File: src/fxq_pkg.sv
// shared types and constants for the q16.16 fixed-point unit
package fxq_pkg;

  // operation codes carried in the mode field
  localparam logic [1:0] MODE_MUL  = 2'd0;
  localparam logic [1:0] MODE_DIV  = 2'd1;
  localparam logic [1:0] MODE_SQRT = 2'd2;
  localparam logic [1:0] MODE_MOD  = 2'd3;

  // special result values and masks
  localparam logic [31:0] DIV_POS_SAT   = 32'h7FFF_FFFF;
  localparam logic [31:0] DIV_NEG_SAT   = 32'h8000_0001;
  localparam logic [31:0] INT_PART_MASK = 32'hFFFF_0000;

  // last step index of each iterative loop, and the step counts of the root and divide loops
  localparam logic [5:0] MUL_LAST  = 6'd31;
  localparam logic [5:0] DIV_LAST  = 6'd47;
  localparam logic [5:0] ROOT_LAST = 6'd15;
  localparam logic [5:0] ROOT_STEPS = 6'd16;
  localparam logic [5:0] DIV_STEPS  = 6'd48;

  // sequencer states
  typedef enum logic [3:0] {
    ST_IDLE,
    ST_ABS_A,
    ST_ABS_B,
    ST_MUL,
    ST_DIV,
    ST_ROOT,
    ST_SIGN,
    ST_SQ_ADD,
    ST_MOD_SUB,
    ST_DONE
  } fxq_state_t;

endpackage

File: src/fxq_addsub.sv
// shared 33-bit adder/subtractor with carry out, used by the arithmetic steps of the sequencer
module fxq_addsub
  import fxq_pkg::*;
(
  input  logic [32:0] a,
  input  logic [32:0] b,
  input  logic        sub,
  output logic [32:0] sum,
  output logic        carry
);

  logic [32:0] b_op;

  // subtract as a plus inverted b plus one; carry set means a >= b
  assign b_op = sub ? ~b : b;
  assign {carry, sum} = {1'b0, a} + {1'b0, b_op} + {33'd0, sub};

endmodule

File: src/fixed_point_q16_alu_unit.sv
// top level of the q16.16 fixed-point unit: sequencer, datapath and result register
// operations: multiply, divide, square root and floored modulo; zero-divisor and
//   non-positive root cases skip the loops and go straight to the result
// one item at a time, next beat taken the cycle after the result loads; the
//   48-step divide is the longest loop
// reset: synchronous, returns the sequencer to idle and empties the result register
module fixed_point_q16_alu_unit
  import fxq_pkg::*;
(
  input  logic               clk,
  input  logic               rst,
  input  logic               op_valid,
  output logic               op_stall,
  input  logic [1:0]         mode,
  input  logic signed [31:0] operand_a,
  input  logic signed [31:0] operand_b,
  output logic               res_valid,
  input  logic               res_stall,
  output logic signed [31:0] result
);

  fxq_state_t  state, state_next;
  logic [1:0]  mode_q, mode_q_next;
  logic [31:0] a_q, a_q_next;
  logic [31:0] b_q, b_q_next;
  logic [31:0] opa, opa_next;
  logic        phase, phase_next;
  logic        last_mul, last_mul_next;
  logic        neg, neg_next;
  logic [31:0] x, x_next;
  logic [31:0] y, y_next;
  logic [32:0] hi, hi_next;
  logic [47:0] lo, lo_next;
  logic [5:0]  cnt, cnt_next;
  logic [31:0] fin, fin_next;
  logic        res_valid_next;
  logic [31:0] result_next;

  logic [32:0] add_a, add_b, add_sum;
  logic        add_sub, add_carry;

  logic [32:0] mul_hi;
  logic [32:0] div_rem;
  logic [32:0] root_rem;
  logic [31:0] root_final;
  logic [31:0] sign_val;
  logic [31:0] signed_val;
  logic [31:0] b_mag;

  // the one arithmetic unit shared by the arithmetic steps
  fxq_addsub u_addsub (
    .a     (add_a),
    .b     (add_b),
    .sub   (add_sub),
    .sum   (add_sum),
    .carry (add_carry)
  );

  // per-step helper values
  assign mul_hi     = lo[0] ? add_sum : hi;
  assign div_rem    = {hi[31:0], lo[47]};
  assign root_rem   = {hi[30:0], lo[31:30]};
  assign root_final = {y[30:0], add_carry};
  assign sign_val   = last_mul ? {hi[15:0], lo[31:16]} : lo[31:0];
  assign signed_val = neg ? add_sum[31:0] : sign_val;
  assign b_mag      = b_q[31] ? add_sum[31:0] : b_q;

  assign op_stall = (state != ST_IDLE);

  // sequencer and datapath next values
  always_comb begin
    state_next     = state;
    mode_q_next    = mode_q;
    a_q_next       = a_q;
    b_q_next       = b_q;
    opa_next       = opa;
    phase_next     = phase;
    last_mul_next  = last_mul;
    neg_next       = neg;
    x_next         = x;
    y_next         = y;
    hi_next        = hi;
    lo_next        = lo;
    cnt_next       = cnt;
    fin_next       = fin;
    res_valid_next = res_valid;
    result_next    = result;
    add_a          = '0;
    add_b          = '0;
    add_sub        = 1'b0;

    // result beat taken downstream
    if (res_valid && !res_stall) begin
      res_valid_next = 1'b0;
    end

    unique case (state)
      ST_IDLE: begin
        if (op_valid) begin
          mode_q_next = mode;
          a_q_next    = operand_a;
          b_q_next    = operand_b;
          opa_next    = operand_a;
          phase_next  = 1'b0;
          case (mode)
            MODE_SQRT: begin
              if (operand_a[31] || (operand_a == '0)) begin
                fin_next   = '0;
                state_next = ST_DONE;
              end else begin
                hi_next    = '0;
                lo_next    = {16'd0, operand_a};
                y_next     = '0;
                cnt_next   = '0;
                state_next = ST_ROOT;
              end
            end
            MODE_DIV: begin
              if (operand_b == '0) begin
                fin_next   = operand_a[31] ? DIV_NEG_SAT : DIV_POS_SAT;
                state_next = ST_DONE;
              end else begin
                state_next = ST_ABS_A;
              end
            end
            MODE_MOD: begin
              if (operand_b == '0) begin
                fin_next   = '0;
                state_next = ST_DONE;
              end else begin
                state_next = ST_ABS_A;
              end
            end
            default: begin
              state_next = ST_ABS_A;
            end
          endcase
        end
      end

      // magnitude of the first operand and sign of the outcome
      ST_ABS_A: begin
        add_a      = '0;
        add_b      = {1'b0, opa};
        add_sub    = 1'b1;
        x_next     = opa[31] ? add_sum[31:0] : opa;
        neg_next   = opa[31] ^ b_q[31];
        state_next = ST_ABS_B;
      end

      // magnitude of the second operand, then set up multiply or divide
      ST_ABS_B: begin
        add_a    = '0;
        add_b    = {1'b0, b_q};
        add_sub  = 1'b1;
        y_next   = b_mag;
        hi_next  = '0;
        cnt_next = '0;
        if ((mode_q == MODE_MUL) || phase) begin
          lo_next       = {16'd0, b_mag};
          last_mul_next = 1'b1;
          state_next    = ST_MUL;
        end else begin
          lo_next       = {x, 16'd0};
          last_mul_next = 1'b0;
          state_next    = ST_DIV;
        end
      end

      // shift-add multiply, multiplier bits from the low end
      ST_MUL: begin
        add_a    = {1'b0, hi[31:0]};
        add_b    = {1'b0, x};
        add_sub  = 1'b0;
        hi_next  = {1'b0, mul_hi[32:1]};
        lo_next  = {16'd0, mul_hi[0], lo[31:1]};
        cnt_next = cnt + 6'd1;
        if (cnt == MUL_LAST) begin
          state_next = ST_SIGN;
        end
      end

      // restoring divide of the 48-bit dividend, one quotient bit a step
      ST_DIV: begin
        add_a    = div_rem;
        add_b    = {1'b0, y};
        add_sub  = 1'b1;
        hi_next  = add_carry ? {1'b0, add_sum[31:0]} : div_rem;
        lo_next  = {lo[46:0], add_carry};
        cnt_next = cnt + 6'd1;
        if (cnt == DIV_LAST) begin
          state_next = ST_SIGN;
        end
      end

      // integer root, two radicand bits a step
      ST_ROOT: begin
        add_a   = root_rem;
        add_b   = {y[30:0], 2'b01};
        add_sub = 1'b1;
        if (cnt == ROOT_LAST) begin
          // scale the root by 2^8 and divide the radicand by it
          y_next        = {root_final[23:0], 8'd0};
          hi_next       = '0;
          lo_next       = {a_q, 16'd0};
          neg_next      = 1'b0;
          last_mul_next = 1'b0;
          cnt_next      = '0;
          state_next    = ST_DIV;
        end else begin
          hi_next  = add_carry ? add_sum : root_rem;
          y_next   = root_final;
          lo_next  = {16'd0, lo[29:0], 2'b00};
          cnt_next = cnt + 6'd1;
        end
      end

      // apply the sign and route to the next phase
      ST_SIGN: begin
        add_a    = '0;
        add_b    = {1'b0, sign_val};
        add_sub  = 1'b1;
        fin_next = signed_val;
        case (mode_q)
          MODE_SQRT: begin
            state_next = ST_SQ_ADD;
          end
          MODE_MOD: begin
            if (!phase) begin
              opa_next   = signed_val & INT_PART_MASK;
              phase_next = 1'b1;
              state_next = ST_ABS_A;
            end else begin
              state_next = ST_MOD_SUB;
            end
          end
          default: begin
            state_next = ST_DONE;
          end
        endcase
      end

      // newton step: average of scaled root and quotient
      ST_SQ_ADD: begin
        add_a      = {1'b0, y};
        add_b      = {1'b0, fin};
        add_sub    = 1'b0;
        fin_next   = {1'b0, add_sum[31:1]};
        state_next = ST_DONE;
      end

      // a minus b times the integer quotient
      ST_MOD_SUB: begin
        add_a      = {1'b0, a_q};
        add_b      = {1'b0, fin};
        add_sub    = 1'b1;
        fin_next   = add_sum[31:0];
        state_next = ST_DONE;
      end

      // hand the result to the output register once it is free
      ST_DONE: begin
        if (!res_valid || !res_stall) begin
          res_valid_next = 1'b1;
          result_next    = fin;
          state_next     = ST_IDLE;
        end
      end

      default: begin
        state_next = ST_IDLE;
      end
    endcase
  end

  // control registers
  always_ff @(posedge clk) begin
    if (rst) begin
      state     <= ST_IDLE;
      res_valid <= 1'b0;
      phase     <= 1'b0;
      last_mul  <= 1'b0;
      neg       <= 1'b0;
      cnt       <= '0;
    end else begin
      state     <= state_next;
      res_valid <= res_valid_next;
      phase     <= phase_next;
      last_mul  <= last_mul_next;
      neg       <= neg_next;
      cnt       <= cnt_next;
    end
  end

  // payload registers
  always_ff @(posedge clk) begin
    mode_q <= mode_q_next;
    a_q    <= a_q_next;
    b_q    <= b_q_next;
    opa    <= opa_next;
    x      <= x_next;
    y      <= y_next;
    hi     <= hi_next;
    lo     <= lo_next;
    fin    <= fin_next;
    result <= result_next;
  end

  // an accepted beat always starts work
  a_accept_busy: assert property (@(posedge clk) disable iff (rst)
    (state == ST_IDLE && op_valid) |=> (state != ST_IDLE))
    else $error("accepted beat did not leave idle");

  // multiply accumulator never carries into the top bit before the add
  a_mul_no_carry: assert property (@(posedge clk) disable iff (rst)
    (state == ST_MUL) |-> !hi[32])
    else $error("multiply accumulator overflowed");

  // partial remainder stays below a nonzero divisor
  a_div_rem: assert property (@(posedge clk) disable iff (rst)
    (state == ST_DIV) |-> (!hi[32] && (hi[31:0] < y) && (cnt < DIV_STEPS)))
    else $error("divide remainder out of range");

  // root step counter stays below its step count
  a_root_cnt: assert property (@(posedge clk) disable iff (rst)
    (state == ST_ROOT) |-> (cnt < ROOT_STEPS))
    else $error("root step counter out of range");

  // finished value lands in the output register
  a_done_load: assert property (@(posedge clk) disable iff (rst)
    (state == ST_DONE && !(res_valid && res_stall)) |=>
      (res_valid && (result == $past(fin)) && (state == ST_IDLE)))
    else $error("result not loaded from finished value");

endmodule
File: config.mk
export PLATFORM = sky130hd
export DESIGN_NAME = fixed_point_q16_alu_unit
export DESIGN_NICKNAME = d
export VERILOG_FILES = /design/src/fxq_pkg.sv /design/src/fxq_addsub.sv /design/src/fixed_point_q16_alu_unit.sv
export SDC_FILE = /design/constraint.sdc
export NUM_CORES = 1
export LEC_CHECK = 0
export ABC_AREA = 1
export BUFFER_PORTS_ARGS = -buffer_cell sky130_fd_sc_hd__buf_2
export CAP_MARGIN = 20
export CORE_UTILIZATION = 39
export DETAILED_ROUTE_END_ITERATION = 16
export MAX_ROUTING_LAYER = met4
export PLACE_DENSITY = 0.53
export REMOVE_ABC_BUFFERS = 1
export SYNTH_ARGS = -nofsm -noshare
export SYNTH_HDL_FRONTEND = slang
export SYNTH_HIERARCHICAL = 1
export SYNTH_SLANG_ARGS = --single-unit
File: constraint.sdc
create_clock -name clk -period 9.15 [get_ports clk]
set_clock_uncertainty 0.2 [all_clocks]
set_input_delay 0.4575 -clock clk [delete_from_list [all_inputs] [get_ports clk]]
set_output_delay 0.4575 -clock clk [all_outputs]
set_load 0.005 [all_outputs]
# After elaboration in Yosys (flattened, before gate mapping)
# Cells that the tools add are included.
# W data, S select, Z words.
# word_totals
register_bits	321
in_bits	70
output_inout_bits	34
wordCells	150
# op_classes
addsub	3
eq_ne	30
n_mux	65
bitwise	2
n_reduce_logical	33
# op_table
operator	n
$mux W32	15
$pmux W33 S5	2
$mux W33	8
$mux W48	5
$pmux W48 S5	1
$pmux W33 S7	1
$pmux W32 S3	2
$pmux W32 S4	1
$logic_not A32 Y1	2
$pmux W32 S2	1
$pmux W4 S9	1
$add A33 B33 Y34	1
$add A34 B1 Y34	1
$not A33 Y33	1
$mux W4	8
$mux W31	1
$mux W6	4
$pmux W6 S4	1
$eq A4 B3 Y1 const B	4
$ne A2 B2 Y1 const B	8
$pmux W4 S2	2
$reduce_and A4 Y1	4
$reduce_bool A4 Y1	3
$ne A3 B3 Y1 const B	3
29 further kinds	53

# Depth between registers and ports, before layout
# depth
ltp_word	11
depth_mapped	30
depth_no_buf	29

# Modules after synthesis
# Netlist, hierarchy kept.
# by_module_without_submodules
module	instances	cells_each	area_each_um2	seq_area_each_um2
fixed_point_q16_alu_unit	1	1940	17666.9	9499.1
fxq_addsub	1	505	2626.3	0.0

# Least setup slack after synthesis
# Ideal clock, no wire load.
# synth_path
path_kind	register -> register
start	register state[3]
end	register hi[14], data pin
setup_time_ns	0.257
arrival_ns	4.497
required_ns	8.693
path_slack_ns	4.196
stages_incl_launch_ff	25
path_buffers	4
period_less_slack_ns	4.954
path_cell_list	dfxtp_1 -> nor2_4 -> clkinv_1 -> nor2_2 -> clkbuf_1 -> a221oi_1 -> o211ai_1 -> xnor2_1 -> inv_1 -> ha_1 -> nand2_1 -> inv_1 -> nand3_1 -> nand2_1 -> nand2_1 -> nand2_1 -> nand3_1 -> nand2_1 -> nand2_1 -> nand2_1 -> clkbuf_1 -> clkbuf_1 -> clkbuf_1 -> nand2_1 -> o2bb2ai_1
# synth_between
elab_chain_cells	10
word_cells_on_any_way	23
# synth_lines
item	line_no	rtl
start, declared	fixed_point_q16_alu_unit.sv:22	fxq_state_t state, state_next;
start signal, assigned	fixed_point_q16_alu_unit.sv:286	state <= state_next;
$eq A4 B4 Y1 or $eq A4 B3 Y1 (tied branches)	fixed_point_q16_alu_unit.sv:97	unique case (state)
$reduce_or A2 Y1 (no source line)	-	
$pmux W33 S7 (*)	fixed_point_q16_alu_unit.sv:97	
via add_b[1]	fixed_point_q16_alu_unit.sv:39	logic [32:0] add_a, add_b, add_sum;
$not A33 Y33	fxq_addsub.sv:15	assign b_op = sub ? ~b : b;
$mux W33 (*)	fxq_addsub.sv:15	
$add A33 B33 Y34 (*)	fxq_addsub.sv:16	assign {carry, sum} = {1'b0, a} + {1'b0, b_op} + {33'd0, sub};
$add A34 B1 Y34 (*)	fxq_addsub.sv:16	
via add_carry	fixed_point_q16_alu_unit.sv:40	logic add_sub, add_carry;
$mux W33	fixed_point_q16_alu_unit.sv:211	hi_next = add_carry ? add_sum : root_rem;
$mux W33	fixed_point_q16_alu_unit.sv:201	if (cnt == ROOT_LAST) begin
$pmux W33 S5 (*)	fixed_point_q16_alu_unit.sv:97	
via hi_next[14]	fixed_point_q16_alu_unit.sv:32	logic [32:0] hi, hi_next;
end signal, assigned	fixed_point_q16_alu_unit.sv:303	hi <= hi_next;
end, declared	fixed_point_q16_alu_unit.sv:32	
# The timed path passes the listed nets; every way through them passes the cells marked *.
# A chain may end at the register's enable or synchronous reset.

# Worst setup path in the final report
# layout_path
start	register state[0]
end	register hi[31], data pin
# The elaborated chain is that of the path after synthesis.

==> results.py <==
metrics = {
    "cts": {
        "clk_path_buf_depth": 3,
        "cts.clk_slew.worst_paths_ps": 60,
        "post_cts_buffers": 0,
        "clkLatencyLatePin_ps": 580,
        "cts_buffers": 41,
        "htreeDepth": 2,
        "cts_root_buf": "clkbuf_16",
        "clock_sinks": 321,
        "cts_tree": "yes",
    },
    "setup_path": {
        "cpMostUsedCell": "nor2_1",
        "crit_fanout": 33,
        "crit_arrival_ps": 6910,
        "critical_path.top_delay_family": "buffers and inverters",
        "worstSetupPathType": "reg2reg",
        "crit_path_start_kind": "register",
        "cpPeakStageDelay_ps": 500,
        "cp.required_ps": 9250,
        "cp_num_buf_inv": 8,
        "slowest_stage": "inv_1",
        "critical_path.cell_chain": "nor2_1 -> nand2_1 -> buf_4 -> inv_2 -> nor2_2 -> inv_2 -> buf_4 -> a21oi_1 -> o2111ai_1 -> xor2_1 -> ha_1 -> a21oi_1 -> o21ai_0 -> a21oi_1 -> nor2_1 -> nor2_1 -> nand2_2 -> clkinv_1 -> buf_4 -> nor2_1 -> inv_1 -> o211ai_1 -> inv_1 -> o32ai_1",
        "crit_start": "state[0]",
        "r2r_start": "state[0]",
        "worstSetupEndpointType": "register",
    },
    "floorplan": {
        "pin_count": 104,
        "fp-row-count": 83,
        "die_w_um": 230,
        "fp.dieH_um": 230,
        "initial_core_util_pct": 39.5,
        "core-area_mm2": 0.0514,
        "die_area_mm2": 0.0530,
    },
    "cells_and_area": {
        "mostFrequentLayoutCell": "nand2_1",
        "syn_to_final_growth_pct": 16.0,
        "drive_above_1_share_pct": 11.2,
        "fin_nets": 2685,
        "layout_common_cells": "515 x nand2_1, 307 x edfxtp_1, 289 x inv_1, 288 x nor2_1, 183 x o21ai_0",
    },
    "global_route": {
        "grt_pass1_wl_um": 139000,
        "grt_util_met2_pct": 55.7,
        "first_global_vias": 19887,
        "grtUsageTotal_pct": 37.2,
        "overflow": 0,
        "top_usage_layer": "met2",
        "use_met3_pct": 6.56,
        "grt_start_max_net_pins": 64,
        "use_met1_pct": 47.9,
        "grt_antenna_before_repair": 1,
    },
    "timing": {
        "finalCritPeriodShare_pct": 74.4,
        "setup_viol": 0,
        "fin_setup_tns_ps": 0,
        "rsz0062_at_grt": "false",
        "max_freq_mhz": 147,
        "worst_slew_pin_slew_ps": 1160,
        "slew_violations": 0,
        "max-slew-margin-rel_pct": 22.8,
        "hold_viol_final": 0,
        "period_needed_ps": 6810,
    },
    "drt": {
        "drt_pre_antenna_iters": 6,
        "drt_wl_total_um": 96800,
        "drc_errors": 0,
        "wl_per_cell_um": 29.4,
        "drt_iter0_drc": 2981,
        "drt-vias-per-instance": 6.23,
        "vias": 20469,
        "antenna_left": 0,
    },
    "worst_hold_path": {
        "min_path_type": "in2reg",
        "min_from": "operand_a[23]",
    },
    "flow_run": {
        "max_cap_viol_count": 0,
    },
    "synthesis": {
        "synth-edff-count": 307,
        "synth-seq-cells": 321,
        "syn_area_per_cell_um2": 8.30,
        "ys_warn_count": 6,
        "postSynthCellCount": 2445,
        "async_flop_share_pct": 0,
        "synth_flop_cell": "edfxtp_1",
        "yosysSeqAreaShare_pct": 46.8,
        "syn_area_mm2": 0.0203,
        "synth_cell_types": 51,
    },
    "placed_design": {
        "gp_congestion": 1.05,
        "io_buffers": 103,
        "hpwlAfterDp_um": 67000,
    },
    "outcome": {
        "status": "finished clean",
    },
}
==> through the flow <==
stage	hold WS, ps	worst slack [ps]	std cells	cell area, µm²	utilization (%)
floorplan	227	1790	2319	19700	-
global placement	272	2770	3151	21500	41.9
detailed placement	269	2750	3151	21500	41.9
CTS	11.4	2730	3285	23500	45.8
global route	11.8	2330	3287	23600	45.8
finish	29.7	2340	3287	23600	45.8
==> repair_timing <==
action / in CTS / in global routing
hold buffers: 62 / 0
gates resized for setup: 0 / 0
hold endpoints to repair: 63 / 0
==> area by class of cell <==
type	instances	area, µm²
fillers	5141	27900
flip-flops and latches	321	9500
multi-input cells	1684	9120
repair buffers	215	1520
inverters	314	1180
clock buffers	46	1040
well taps	680	851
clock inverters	26	324
diodes	1	2.50
==> cells by family after synthesis <==
kind of cell	synth area share, %
AO/OA/AOI/OAI	21.1
XOR/XNOR	2.16
adder cells (fa/ha/maj)	2.38
buffers and inverters	8.53
flip-flops	46.8
multiplexers	0.721
AND/OR/NAND/NOR	18.3
==> final timing paths <==
path	slack (ps)	to	cells after the start
max reg2reg	2340	hi[31]	24
min reg2reg	280	cnt[1]	2
max	2340	hi[31]	24
min	30	a_q[23]	1
==> Yosys cell counts (13+ instances only) <==
cell / count / area share [%]
nand2_1: 517 / 9.6
edfxtp_1: 307 / 45
nor2_1: 291 / 5.4
inv_1: 290 / 5.4
o21ai_0: 183 / 4.5
a21oi_1: 113 / 2.8
o22ai_1: 107 / 3.3
clkbuf_1: 71 / 1.3
a221oi_1: 59 / 2.5
nand3_1: 48 / 1.2
xor2_1: 48 / 2.1
buf_2: 45 / 1.1
o2111ai_1: 44 / 1.9
ha_1: 37 / 2.3
o211ai_1: 33 / 1.2
a211oi_1: 25 / 0.92
o221ai_1: 24 / 1.0
inv_2: 18 / 0.33
a22oi_1: 17 / 0.63
o2bb2ai_1: 16 / 0.69
dfxtp_1: 14 / 1.4
nand4_1: 14 / 0.43
o21ai_1: 14 / 0.35
mux2_2: 13 / 0.72
==> worst register-to-register path: stages, from the launching register on <==
cell and delay, ps:
dfxtp_1 460, nor2_1 130, nand2_1 90, buf_4 450
inv_2 500, nor2_2 250, inv_2 290, buf_4 340
a21oi_1 190, o2111ai_1 150, xor2_1 190, ha_1 380
a21oi_1 290, o21ai_0 180, a21oi_1 260, nor2_1 70
nor2_1 230, nand2_2 320, clkinv_1 220, buf_4 360
nor2_1 110, inv_1 500, o211ai_1 200, inv_1 90
o32ai_1 80
==> per-layer routing <==
layer	vias up	part of all wire [%]
met5	-	0
met4	0	5.7
met3	284	10
met2	1420	45
met1	9905	40
li1	8860	-
==> sequential cells by signal (all words and copies together), names as in the netlist, 32 cells and up <==
register	cells
lo	48
a_q	32
fin	32
y	32
x	32
b_q	32
opa	32
result	32
hi	33
Power is left out: the tool's default activity adds up to more than one toggle a clock period on the data nets, which glitch-free logic cannot reach.
